<file path="src/rtl/bofa_pkg.sv">
// Package for the byte-oriented file ALU: opcodes, item and result records,
// architectural state record. No dependencies.
`default_nettype none

package bofa_pkg;

    typedef enum logic [4:0] {
        CMD_ADDWF  = 5'd0,
        CMD_ANDWF  = 5'd1,
        CMD_XORWF  = 5'd2,
        CMD_SUBWF  = 5'd3,
        CMD_CLRW   = 5'd4,
        CMD_RETURN = 5'd5,
        CMD_MOVWF  = 5'd6,
        CMD_CLRF   = 5'd7,
        CMD_COMF   = 5'd8,
        CMD_DECF   = 5'd9,
        CMD_INCF   = 5'd10,
        CMD_MOVF   = 5'd11,
        CMD_IORWF  = 5'd12,
        CMD_DECFSZ = 5'd13,
        CMD_INCFSZ = 5'd14,
        CMD_RLF    = 5'd15,
        CMD_RRF    = 5'd16,
        CMD_NOP    = 5'd17,
        CMD_SWAPF  = 5'd18,
        CMD_RETFIE = 5'd19
    } t_cmd;

    localparam int unsigned IN_DATA_W  = 24;
    localparam int unsigned OUT_DATA_W = 32;

    typedef struct packed {
        logic [4:0] cmd;
        logic [6:0] file_address;
        logic [1:0] bank;
        logic [7:0] file_value;
        logic       dest;
    } t_item;

    typedef struct packed {
        logic [7:0] w;
        logic       c;
        logic       dc;
        logic       z;
    } t_state;

    typedef struct packed {
        logic       write_file;
        logic [6:0] write_address;
        logic [1:0] write_bank;
        logic [7:0] file_result;
        logic [7:0] w_out;
        logic       carry_out;
        logic       digit_carry_out;
        logic       zero_out;
        logic       skip_next;
        logic       pop_return;
        logic       set_gie;
    } t_result;

endpackage

`default_nettype wire

</file>
<file path="src/rtl/bofa_exec.sv">
// Combinational execute of one byte-oriented instruction against W and flags.
// Depends on bofa_pkg.
`default_nettype none

module bofa_exec (
    input  var bofa_pkg::t_item   i_item,
    input  var bofa_pkg::t_state  i_state,
    output bofa_pkg::t_result     o_result,
    output bofa_pkg::t_state      o_state
);

    logic [7:0] f;
    logic [7:0] w;
    logic [8:0] sum9;
    logic [4:0] sum5;
    logic [7:0] r;
    logic       has_result;
    logic       force_file;
    logic       skip;
    logic       pop;
    logic       gie;
    bofa_pkg::t_state st;

    assign f    = i_item.file_value;
    assign w    = i_state.w;
    assign sum9 = {1'b0, f} + {1'b0, w};
    assign sum5 = {1'b0, f[3:0]} + {1'b0, w[3:0]};

    always_comb begin
        st         = i_state;
        r          = 8'h00;
        has_result = 1'b1;
        force_file = 1'b0;
        skip       = 1'b0;
        pop        = 1'b0;
        gie        = 1'b0;
        case (i_item.cmd)
            bofa_pkg::CMD_ADDWF: begin
                r    = sum9[7:0];
                st.c = sum9[8];
                st.dc = sum5[4];
                st.z = (sum9[7:0] == 8'h00);
            end
            bofa_pkg::CMD_ANDWF: begin
                r    = f & w;
                st.z = ((f & w) == 8'h00);
            end
            bofa_pkg::CMD_XORWF: begin
                r    = f ^ w;
                st.z = ((f ^ w) == 8'h00);
            end
            bofa_pkg::CMD_SUBWF: begin
                r     = f - w;
                st.c  = (f >= w);
                st.dc = (f[3:0] >= w[3:0]);
                st.z  = (f == w);
            end
            bofa_pkg::CMD_CLRW: begin
                has_result = 1'b0;
                st.w       = 8'h00;
                st.z       = 1'b1;
            end
            bofa_pkg::CMD_RETURN: begin
                has_result = 1'b0;
                pop        = 1'b1;
            end
            bofa_pkg::CMD_MOVWF: begin
                force_file = 1'b1;
                r          = w;
            end
            bofa_pkg::CMD_CLRF: begin
                force_file = 1'b1;
                r          = 8'h00;
                st.z       = 1'b1;
            end
            bofa_pkg::CMD_COMF: begin
                r    = ~f;
                st.z = (f == 8'hFF);
            end
            bofa_pkg::CMD_DECF: begin
                r    = f - 8'h01;
                st.z = (f == 8'h01);
            end
            bofa_pkg::CMD_INCF: begin
                r    = f + 8'h01;
                st.z = (f == 8'hFF);
            end
            bofa_pkg::CMD_MOVF: begin
                r    = f;
                st.z = (f == 8'h00);
            end
            bofa_pkg::CMD_IORWF: begin
                r    = f | w;
                st.z = ((f | w) == 8'h00);
            end
            bofa_pkg::CMD_DECFSZ: begin
                r    = f - 8'h01;
                skip = (f == 8'h01);
            end
            bofa_pkg::CMD_INCFSZ: begin
                r    = f + 8'h01;
                skip = (f == 8'hFF);
            end
            bofa_pkg::CMD_RLF: begin
                r    = {f[6:0], i_state.c};
                st.c = f[7];
            end
            bofa_pkg::CMD_RRF: begin
                r    = {i_state.c, f[7:1]};
                st.c = f[0];
            end
            bofa_pkg::CMD_SWAPF: begin
                r = {f[3:0], f[7:4]};
            end
            bofa_pkg::CMD_RETFIE: begin
                has_result = 1'b0;
                pop        = 1'b1;
                gie        = 1'b1;
            end
            default: begin
                has_result = 1'b0;
            end
        endcase

        o_result = '0;
        if (force_file || (has_result && i_item.dest)) begin
            o_result.write_file  = 1'b1;
            o_result.file_result = r;
        end else if (has_result) begin
            st.w = r;
        end
        o_result.write_address   = i_item.file_address;
        o_result.write_bank      = i_item.bank;
        o_result.w_out           = st.w;
        o_result.carry_out       = st.c;
        o_result.digit_carry_out = st.dc;
        o_result.zero_out        = st.z;
        o_result.skip_next       = skip;
        o_result.pop_return      = pop;
        o_result.set_gie         = gie;
        o_state                  = st;
    end

endmodule

`default_nettype wire

</file>
<file path="src/rtl/bofa_state.sv">
// Architectural state: working register W and the C, DC, Z flags.
// Depends on bofa_pkg.
`default_nettype none

module bofa_state (
    input  var logic              i_clk,
    input  var logic              i_rst_n,
    input  var logic              i_update,
    input  var bofa_pkg::t_state  i_next,
    output bofa_pkg::t_state      o_state
);

    bofa_pkg::t_state r_state;
    bofa_pkg::t_state n_state;

    always_comb begin
        n_state = i_update ? i_next : r_state;
    end

    always_ff @(posedge i_clk) begin
        if (!i_rst_n) begin
            r_state <= '0;
        end else begin
            r_state <= n_state;
        end
    end

    assign o_state = r_state;

endmodule

`default_nettype wire

</file>
<file path="src/rtl/byte_oriented_file_alu_core.sv">
// Top level of the byte-oriented file ALU: input register, execute, result register.
// Depends on bofa_pkg, bofa_exec, bofa_state.
//
//   channel  dir  width  contents
//   s_axis   in   24     instruction item
//   m_axis   out  32     write-back, new W, flags, skip and return marks
//
// The item is registered in the input register, then its result in the result register; one item
// per cycle sustained while the result is not stalled, as W and the flags loop through the execute logic.
// Synchronous active-low reset clears W, the flags and both valid bits.
// A stalled result holds the pipe; the input register still takes a transfer
// when it is empty or drains into the result register in the same cycle.
`default_nettype none

module byte_oriented_file_alu_core (
    input  var logic                               i_clk,
    input  var logic                               i_rst_n,
    input  var logic                               s_axis_tvalid,
    output logic                                   s_axis_tready,
    // [4:0] cmd, [11:5] file_address, [13:12] bank, [21:14] file_value,
    // [22] dest, [23] zero
    input  var logic [bofa_pkg::IN_DATA_W-1:0]     s_axis_tdata,
    output logic                                   m_axis_tvalid,
    input  var logic                               m_axis_tready,
    // [0] write_file, [7:1] write_address, [9:8] write_bank,
    // [17:10] file_result, [25:18] w_out, [26] carry_out,
    // [27] digit_carry_out, [28] zero_out, [29] skip_next,
    // [30] pop_return, [31] set_gie
    output logic [bofa_pkg::OUT_DATA_W-1:0]        m_axis_tdata
);

    logic               r_in_valid;
    logic               n_in_valid;
    bofa_pkg::t_item    r_item;
    logic               r_out_valid;
    logic               n_out_valid;
    bofa_pkg::t_result  r_res;
    bofa_pkg::t_result  exec_res;
    bofa_pkg::t_state   cur_state;
    bofa_pkg::t_state   next_state;
    logic               advance;
    logic               in_xfer;

    assign advance       = r_in_valid && (!r_out_valid || m_axis_tready);
    assign s_axis_tready = !r_in_valid || advance;
    assign in_xfer       = s_axis_tvalid && s_axis_tready;

    always_comb begin
        n_in_valid  = in_xfer ? 1'b1 : (advance ? 1'b0 : r_in_valid);
        n_out_valid = advance ? 1'b1 : ((r_out_valid && m_axis_tready) ? 1'b0 : r_out_valid);
    end

    always_ff @(posedge i_clk) begin
        if (!i_rst_n) begin
            r_in_valid  <= 1'b0;
            r_out_valid <= 1'b0;
        end else begin
            r_in_valid  <= n_in_valid;
            r_out_valid <= n_out_valid;
        end
    end

    always_ff @(posedge i_clk) begin
        if (in_xfer) begin
            r_item.cmd          <= s_axis_tdata[4:0];
            r_item.file_address <= s_axis_tdata[11:5];
            r_item.bank         <= s_axis_tdata[13:12];
            r_item.file_value   <= s_axis_tdata[21:14];
            r_item.dest         <= s_axis_tdata[22];
        end
        if (advance) begin
            r_res <= exec_res;
        end
    end

    bofa_exec u_exec (
        .i_item   (r_item),
        .i_state  (cur_state),
        .o_result (exec_res),
        .o_state  (next_state)
    );

    bofa_state u_state (
        .i_clk    (i_clk),
        .i_rst_n  (i_rst_n),
        .i_update (advance),
        .i_next   (next_state),
        .o_state  (cur_state)
    );

    assign m_axis_tvalid = r_out_valid;
    assign m_axis_tdata  = {r_res.set_gie, r_res.pop_return, r_res.skip_next,
                            r_res.zero_out, r_res.digit_carry_out, r_res.carry_out,
                            r_res.w_out, r_res.file_result, r_res.write_bank,
                            r_res.write_address, r_res.write_file};

endmodule

`default_nettype wire

</file>
<file path="config.mk">
export PLATFORM = sky130hd
export DESIGN_NAME = byte_oriented_file_alu_core
export DESIGN_NICKNAME = d
export VERILOG_FILES = /design/src/rtl/bofa_pkg.sv /design/src/rtl/bofa_exec.sv /design/src/rtl/bofa_state.sv /design/src/rtl/byte_oriented_file_alu_core.sv
export SDC_FILE = /design/constraint.sdc
export NUM_CORES = 1
export LEC_CHECK = 0
export BUFFER_PORTS_ARGS = -buffer_cell sky130_fd_sc_hd__buf_2
export CORE_ASPECT_RATIO = 0.8
export CORE_MARGIN = 5
export CORE_UTILIZATION = 63
export CTS_BUF_LIST = sky130_fd_sc_hd__clkbuf_16
export CTS_CLUSTER_DIAMETER = 60
export DETAILED_ROUTE_END_ITERATION = 12
export PLACE_DENSITY = 0.93
export SLEW_MARGIN = 20
export SYNTH_ARGS = -nofsm -noshare
export SYNTH_HDL_FRONTEND = slang
export SYNTH_SLANG_ARGS = --single-unit
</file>
<file path="constraint.sdc">
create_clock -name i_clk -period 4.9 [get_ports i_clk]
set_input_delay 0.49 -clock i_clk [delete_from_list [all_inputs] [get_ports i_clk]]
set_output_delay 0.49 -clock i_clk [all_outputs]
set_load 0.01 [all_outputs]
</file>
After elaboration in Yosys (flattened, before gate mapping):

Cells that the tools add are included.

* bitwise operators: 4
* shift-type cells: 0
* reductions and logical operators: 24
* multiply operators: 0
* $lt $le $gt $ge: 2
* multiplexer cells: 17
* equal/unequal tests: 21
* div/mod/pow operators: 0
* $add $sub $neg: 5

Operators with widths (count)
* case mux 8 bit (13 select lines): 1
* == test 5 x 4 -> 1 bit (second input constant): 8
* zero test 8 bit: 5
* 2-to-1 mux 8 bit: 3
* == test 5 x 3 -> 1 bit (second input constant): 4
* OR reduction 16 bit: 1
* == test 5 bit (second input constant): 3
* OR reduction 2 bit: 6
* == test 5 x 2 -> 1 bit (second input constant): 2
* adder 8 x 8 -> 9 bit: 1
* 2-to-1 mux 1 bit: 9
* case mux 1 bit (9 select lines): 1
* adder 8 x 1 -> 8 bit (second input constant): 1
* AND 8 bit: 1
* == test 8 x 1 -> 1 bit (second input constant): 1
* == test 8 bit: 1
* == test 8 bit (second input constant): 1
* >= comparator 8 bit: 1
* inverter 8 bit: 1
* bitwise OR 8 bit: 1
* subtractor 8 x 1 -> 8 bit (second input constant): 1
* subtractor 8 bit: 1
* bitwise XOR 8 bit: 1
* adder 4 x 4 -> 5 bit: 1
* 9 further kinds: 17

* bits in writable memories: 0
* register bits: 68
* memories kept: 0
* input port bits: 28
* ROM bits: 0
* logic and storage cells: 95
* output and inout port bits: 34
* latch bits: 0

Longest topological paths before layout:

Gate-level depths: netlist (run 1).

* word-level depth: 6
* gate-level depth with buffers: 10
* mapped depth without buffers: 9

Cells and area by module:

From an unflattened synthesis (run 1), not the netlist that was laid out.

* cell total of the unflattened synthesis: 477
* area, all modules: 4734.5 um^2

By module, submodules not included
* bofa_exec: instances 1, sequential area each 0.0 um^2, cells an instance 378, area an instance 2565.0 um^2
* byte_oriented_file_alu_core: instances 1, sequential area each 1691.6 um^2, cells an instance 64, area an instance 1755.4 um^2
* bofa_state: instances 1, sequential area each 220.2 um^2, cells an instance 35, area an instance 414.1 um^2

Worst setup path after synthesis (run 1):

Ideal clock, no wire load.

* path kind: reg2reg
* start point: register r_item[1] in the netlist's numbering
* end point: register r_res, in the netlist m_axis_tdata[24] (data pin)
* library setup time: 269 ps
* clock period less this slack: 2581 ps
* setup slack: 2319 ps
* cell stages (with the launch flop): 11
* arrival: 2313 ps
* path buffers: 1
* data required time: 4631 ps
* path through: edfxtp_1 > clkbuf_1 > inv_1 > ha_1 > inv_1 > fa_1 > a221oi_1 > o31a_1 > o211ai_1 > nor3_1 > o21ai_0

RTL lines
* from (decl): line byte_oriented_file_alu_core.sv:34 `bofa_pkg::t_item r_item;`
* to (signal assigned): line byte_oriented_file_alu_core.sv:72 `r_res <= exec_res;`
* to (decl): line byte_oriented_file_alu_core.sv:37 `bofa_pkg::t_result r_res;`

==> results of run 1 <==
-- per-stage QoR --
stage,std cells,hold slack [ns],worst slack (ns)
floorplan,504,0.4003,2.319
global placement,638,0.4008,1.620
detailed placement,638,0.4054,1.621
CTS,654,0.3176,1.589
global route,655,0.3114,1.386
finish,655,0.3118,1.469
-- final timing paths --
kind	start	endpoint	slack [ns]
max	r_item[1]	m_axis_tdata[24]	1.47
min	s_axis_tdata[3]	r_item[21]	0.31
max reg2reg	r_item[1]	m_axis_tdata[24]	1.47
min reg2reg	r_item[11]	m_axis_tdata[1]	0.41
-- worst max-delay path, stage by stage (launching register included) --
cell	delay, ns
edfxtp_1	0.68
ha_1	0.38
inv_1	0.08
fa_1	0.48
nand2b_1	0.21
a211oi_1	0.46
o31a_1	0.24
a211oi_1	0.07
nor3_1	0.41
o21ai_0	0.13
-- logic make-up after synthesis --
family,Yosys count,share of synthesized area (%)
simple gates,192,22.63
xor+xnor,8,1.461
flops,68,39.87
mux,7,1.461
fa+ha+maj,29,7.881
buf+inv,65,6.289
compound gates,135,20.41
-- power breakdown --
| part | internal, mW | switching, mW | leakage (nW) | total, mW |
|---|---|---|---|---|
| Combinational | 0.0852 | 0.157 | 1.30 | 0.243 |
| Sequential | 0.658 | 0.0323 | 0.627 | 0.690 |
| Clock | 0.393 | 0.277 | 0.143 | 0.670 |
| Total | 1.14 | 0.467 | 2.07 | 1.60 |
-- Yosys cell counts (4+ instances only) --
cell type / number / area share [%]
xnor2_1: 5 / 0.91
nand4_1: 9 / 1.2
o21ai_0: 19 / 2.0
a211oi_1: 5 / 0.78
edfxtp_1: 55 / 34
buf_2: 15 / 1.6
o22ai_1: 9 / 1.2
o31ai_1: 4 / 0.63
clkbuf_1: 12 / 0.94
nand2b_1: 7 / 0.91
a21oi_1: 19 / 2.0
and3_1: 9 / 1.2
mux2i_1: 7 / 1.5
buf_6: 4 / 0.94
a221oi_1: 7 / 1.3
a22o_1: 6 / 1.1
o21a_1: 4 / 0.63
and2_1: 6 / 0.78
nor2b_1: 8 / 1.0
o211ai_1: 5 / 0.78
a21o_1: 5 / 0.78
nand3b_1: 7 / 1.1
inv_1: 30 / 2.3
or3_1: 8 / 1.0
dfxtp_1: 13 / 5.4
nand2_1: 34 / 2.7
nor2_1: 37 / 2.9
ha_1: 27 / 7.0
nand3_1: 18 / 1.9
a31oi_1: 6 / 0.78
o21ai_1: 5 / 0.52
nor3_1: 11 / 1.1
nor4_1: 9 / 1.2
-- registers in the layout (all words and copies together), names as in the netlist --
signal	flops
m_axis_tdata	32
r_item	23
u_state.o_state	11
m_axis_tvalid	1
r_in_valid	1
-- layout make-up --
type | count | area, sq um
multi-input cells | 371 | 2582
fillers | 544 | 2016
flip-flops and latches | 68 | 1912
repair buffers | 65 | 345.3
clock buffers | 9 | 225.2
well taps | 105 | 131.4
inverters | 30 | 112.6
clock inverters | 7 | 67.56
-- routing by layer --
metal | up-vias | part of all wire (%) | wire, microns
met5 | - | 0 | 0
met4 | 0 | 4.1 | 638
met3 | 76 | 15 | 2342
met2 | 413 | 44 | 6814
met1 | 2136 | 37 | 5866
li1 | 1986 | - | -
==> metrics.csv, run 1 <==
metric,value,unit
status,"complete, no violations",
overflow,0,
dr.pass1.iters,6,
fmax,0.2915,GHz
rsz0062_at_grt,false,
cts.repair.resized,0,
syn_avg_cell_area,9.513,sq um
detail_route.vias_per_cell,7.040,
core_area,0.007392,sq mm
cts_tree,yes,
ant_nets,0,
postCtsSetupBuffers,0,
synthFlopType,edfxtp_1,
htreeDepth,3,
grt_pass1_vias,4325,
hold_viol_final,0,
routedWlPerCell,23.91,microns
wirelength,15.66,mm
rows,28,
final_cell_mix,"60 x buf_2, 55 x edfxtp_1, 37 x nor2_1",
end_kind,flop,
antenna_found_initial,0,
die_h,88.03,microns
async_reset_ff_share,0,%
min_path_cells,1,
cts_max_path_buffers,2,
maxCapViolations,0,
place_area,0.005067,sq mm
place_congestion,1.079,
ios,62,
clk_transition_reported_paths,0.07,ns
die_w,107.5,microns
drc,0,
period_share,70.02,%
setup-tns-final,0,ns
use_met1,43.53,%
design_area,0.005376,sq mm
critPathRequiredTime,4.97,ns
finalPower,1.602,mW
grt_start_max_net_pins,38,
utilization,72.73,%
cts_buffers,9,
vdd_ir_drop_max,196.4,uV
hpwl,11.09,mm
synth_area,0.004795,sq mm
cellPowerDensity,298.0,mW/mm^2
fin_nets,602,
grt_pass1_wl,24.08,mm
numPortBuffers,60,
drive_above_1_share,17.82,%
p_leak,2.066,nW
global_route.usage.met2,52.09,%
top_usage_layer,met2,
ys_types,82,
synth-seq-cells,68,
crit_fanout,12,
timing.final.crit_period,3.431,ns
setup_viol_count_final,0,
cp.arrival,3.50,ns
grt_use_met3,11.94,%
final_common_cell,buf_2,
synth-edff-count,55,
diodes,0,
first_iter_violations,804,
start_kind,flop,
clockRootBuffer,clkbuf_16,
ys_warn_count,0,
worst_pin_slew,0.9222,ns
synthesis.nets,561,
ctsHoldBuffers,0,
area_growth,12.13,%
slew_headroom,38.52,%
holdCritPathClass,in -> reg,
clk-insertion-delay-late,0.35,ns
ys_seq_area_share,39.87,%
via_count,4611,
rr_worst_depth,9,
slew_violations,0,
start_util,64.86,%
crit_type,reg -> reg,
skew,0.01404,ns
grt.total_usage,33.84,%
syn_inst,504,
die-area,0.009466,sq mm
cts.sinks,68,
No activity file was read; power rests on OpenSTA's default activity.
==> run 2, diff against run 1 <==
Settings changed: CORE_UTILIZATION 63 to 59, PLACE_DENSITY 0.93 to 0.88.
Clock period 4.9 ns to 3.2 ns, I/O delays scaled along.
==> metrics.csv, run 2 (synthesis gave the netlist of run 1 again) <==
metric,value,unit
rr_worst_depth,7,
die_h,90.63,microns
first_iter_violations,441,
hold_path_end,r_item[2],
fillers,596,
maxCapViolations,0,
detail_route.vias_per_cell,6.624,
final_cell_mix,"60 x buf_2, 55 x edfxtp_1, 40 x buf_4",
crit_type,reg -> reg,
routedWlPerCell,22.13,microns
cts.repair.resized,0,
cp.arrival,2.89,ns
fin_nets,639,
area_growth,18.89,%
dr.pass1.iters,6,
vdd_ir_drop_max,352.3,uV
numPortBuffers,60,
hpwl,11.56,mm
drc,0,
cts_tree,yes,
place_area,0.005361,sq mm
cts_buffers,9,
setup-tns-final,0,ns
drive_above_1_share,23.00,%
worst_pin_slew,0.9728,ns
design_area,0.005700,sq mm
r2r_start,r_item[21],
diodes,0,
slew_headroom,35.07,%
via_count,4604,
hp-start,s_axis_tdata[15],
p_leak,2.260,nW
ios,62,
grt_start_max_net_pins,26,
cts.sinks,68,
holdCritPathClass,in -> reg,
grt_pass1_wl,24.01,mm
min_path_cells,1,
r2r_slack,0.39,ns
period_share,87.75,%
grt.total_usage,30.46,%
cellPowerDensity,447.3,mW/mm^2
clk-insertion-delay-late,0.33,ns
end_kind,flop,
rsz0062_at_grt,false,
startpoint,r_item[21],
critPathRequiredTime,3.29,ns
skew,0.005326,ns
clk_transition_reported_paths,0.06,ns
place_congestion,1.041,
final_common_cell,buf_2,
htreeDepth,3,
cts_max_path_buffers,2,
start_kind,flop,
fmax,0.3561,GHz
core_area,0.007910,sq mm
crit_fanout,18,
ctsHoldBuffers,0,
setup_viol_count_final,0,
start_util,60.61,%
die_w,110.8,microns
ant_nets,0,
grt_pass1_vias,4410,
die-area,0.01004,sq mm
status,"complete, no violations",
largest_reg_flops,32,
rows,29,
slew_violations,0,
antenna_found_initial,0,
overflow,0,
clockRootBuffer,clkbuf_16,
wirelength,15.38,mm
whs,0.1590,ns
r2r-end,m_axis_tdata[25],
postCtsSetupBuffers,0,
hold_viol_final,0,
timing.final.crit_period,2.808,ns
-- run 2: cell types whose count changed in the layout (fill, tap and decap cells not counted), sizes merged --
cell,previous run,this run
clkinv,2,3
clkinvlp,2,1
buf,65,102
bufinv,1,2
inv,32,31
-- run 2: worst max path at each step --
| stage | endpoint | slack (ns) | depth (start not counted) |
|---|---|---|---|
| 6_report | m_axis_tdata[25] | 0.39 | 7 |
| 2_1_floorplan | m_axis_tdata[24] | 0.62 | 10 |
| 3_5_place_dp | m_axis_tdata[25] | 0.51 | 8 |
| 3_3_place_gp | m_axis_tdata[22] | 0.54 | 10 |
| 4_1_cts | m_axis_tdata[25] | 0.48 | 8 |
| 5_1_grt | m_axis_tdata[22] | 0.28 | 10 |
-- run 2: cell type report --
type / count / area [sq um] / share of cell area [%]
multi-input combinational: 371 / 2581 / 45.28
sequential: 68 / 1912 / 33.54
inverter: 30 / 112.6 / 1.975
clock buffer: 9 / 225.2 / 3.951
timing repair buffer: 102 / 635.6 / 11.15
tap: 108 / 135.1 / 2.371
clock inverter: 7 / 98.84 / 1.734
-- run 2: critical path, stage by stage (launching register included) --
cell and delay (ns):
edfxtp_1 0.70, and4b_1 0.35, and3_1 0.18, a2111o_1 0.37, nor4_1 0.37, buf_4 0.18
o2111ai_1 0.19, a21o_1 0.23
-- run 2: metal layers --
metal	GRT usage [%]	share of wire (%)	vias to the layer above
met5	0	0	-
met4	11.79	3.1	0
met3	8.238	12	46
met2	46.16	44	352
met1	41.59	41	2142
li1	-	-	2064
-- run 2: report_power, final --
| group | leakage [nW] | internal [mW] | switching [mW] |
|---|---|---|---|
| Sequential | 0.627 | 1.01 | 0.0274 |
| Clock | 0.156 | 0.686 | 0.405 |
| Combinational | 1.48 | 0.161 | 0.263 |
-- run 2: metrics by stage --
step	std cells	utilization [%]	setup slack (ns)	total power, mW
after detailed placement	678	67.78	0.5062	1.457
after global placement	678	67.78	0.5427	1.450
after global routing	695	72.07	0.2811	2.634
after CTS	694	71.88	0.4805	2.539
final	695	72.07	0.3920	2.550
after floorplan	504	-	0.6186	1.301
==> run 3, diff against run 2 <==
Settings changed: CORE_UTILIZATION 59 to 50, PLACE_DENSITY 0.88 to 0.78.
==> metrics.csv, run 3 (synthesis gave the netlist of run 1 again) <==
metric,value,unit
routedWlPerCell,23.01,microns
dp_worst_setup_slack,0.4277,ns
fin_nets,645,
critPathRequiredTime,3.46,ns
whs,0.1480,ns
skew,0.01722,ns
rows,32,
clk-insertion-delay-late,0.35,ns
rr_worst_depth,9,
layout.area.seq,0.001912,sq mm
start_util,50.53,%
antenna_found_initial,0,
r2r-end,u_state.o_state[0],
utilization,60.46,%
start_kind,flop,
fmax,0.3442,GHz
final_common_cell,buf_2,
cp.arrival,3.17,ns
place_congestion,1.010,
cts_max_path_buffers,2,
largest_reg_flops,32,
worst_pin_slew,0.8079,ns
intPower,1.788,mW
r2r_start,u_state.o_state[3],
holdCritPathClass,in -> reg,
grt_pass1_vias,4371,
setup-tns-final,0,ns
numPortBuffers,60,
first_iter_violations,602,
period_share,90.79,%
hold_viol_final,0,
grt_start_max_net_pins,37,
via_count,4571,
p_leak,2.280,nW
end_kind,flop,
drc,0,
hp-start,s_axis_tdata[14],
diodes,0,
clockRootBuffer,clkbuf_16,
detail_route.vias_per_cell,6.420,
setup_viol_count_final,0,
area_growth,19.65,%
ctsHoldBuffers,0,
cellPowerDensity,437.5,mW/mm^2
timing.final.crit_period,2.905,ns
multi_input_area,0.002581,sq mm
ant_nets,0,
seq_power_share,41.3,%
pwr-share-clk,41.6,%
hpwl,12.21,mm
r2r_slack,0.29,ns
rsz0062_at_grt,false,
wirelength,16.38,mm
die-area,0.01166,sq mm
dr.pass1.iters,6,
grt.total_usage,28.37,%
grt_pass1_wl,25.36,mm
min_path_cells,1,
die_w,119.5,microns
final_cell_mix,"60 x buf_2, 55 x edfxtp_1, 47 x buf_4",
power_frac_comb,17.1,%
die_h,97.59,microns
cts_tree,yes,
postCtsSetupBuffers,0,
layout_setup_ws,0.2946,ns
status,"complete, no violations",
cts_buffers,9,
switching_share,28.78,%
ios,62,
crit_fanout,6,
hold_path_end,r_item[1],
slew_violations,0,
drive_above_1_share,23.78,%
clk_transition_reported_paths,0.07,ns
cts.repair.resized,0,
crit_type,reg -> reg,
slew_headroom,45.94,%
maxCapViolations,0,
p_switching,0.7222,mW
core_area,0.009489,sq mm
htreeDepth,3,
cts.sinks,68,
vdd_ir_drop_max,302.2,uV
fillers,789,
overflow,0,
run 3: cell types whose count changed in the layout (fill, tap and decap cells not counted):
cell       change
buf_8          -1
inv_6          +1
buf_4          +7
clkinv_2       -1
bufinv_16      -1
inv_8          +1
run 3: metrics by stage:
stage	cell area, sq um	instances	total power, mW
6_report	5737	712	2.510
5_1_grt	5737	712	2.596
4_1_cts	5737	712	2.510
3_5_place_dp	5428	696	1.468
3_3_place_gp	5428	696	1.465
2_1_floorplan	4795	504	1.301
run 3: worst max path at each step:
stage	from	end	slack (ns)	cells after the start
finish	u_state.o_state[3]	u_state.o_state[0]	0.29	9
global route	u_state.o_state[3]	m_axis_tdata[24]	0.17	10
CTS	u_state.o_state[3]	u_state.o_state[0]	0.40	9
detailed placement	u_state.o_state[3]	u_state.o_state[0]	0.43	9
global placement	u_state.o_state[4]	m_axis_tdata[25]	0.48	8
floorplan	r_item[1]	m_axis_tdata[24]	0.62	10
run 3: layer usage:
| metal | GRT usage (%) | vias up | share of wire (%) |
|---|---|---|---|
| li1 | - | 2085 | - |
| met1 | 41.31 | 2137 | 43 |
| met2 | 40.89 | 306 | 43 |
| met3 | 6.810 | 43 | 11 |
| met4 | 10.12 | 0 | 3.2 |
| met5 | 0 | - | 0 |
run 3: worst max-delay path, stage by stage, from the launching register on:
cell and delay (ns):
dfxtp_1 0.52, ha_1 0.26, inv_1 0.07, fa_1 0.37, nand2b_1 0.19, a21oi_1 0.35
xnor2_1 0.11, nor4_1 0.49, a31oi_1 0.23, a211oi_2 0.24
run 3: power groups by stage:
stage / Combinational (mW) / Clock, mW / Sequential, mW
2_1_floorplan: 0.245 / 0 / 1.06
3_3_place_gp: 0.412 / 0 / 1.05
3_5_place_dp: 0.413 / 0 / 1.05
4_1_cts: 0.417 / 1.06 / 1.04
5_1_grt: 0.459 / 1.10 / 1.04
6_report: 0.428 / 1.04 / 1.04
run 3: area by class of cell:
class	count	share of cell area, %
flip-flops and latches	68	33.33
multi-input cells	371	44.99
clock inverters	7	1.461
inverters	30	1.963
clock buffers	9	3.926
well taps	119	2.595
repair buffers	108	11.73
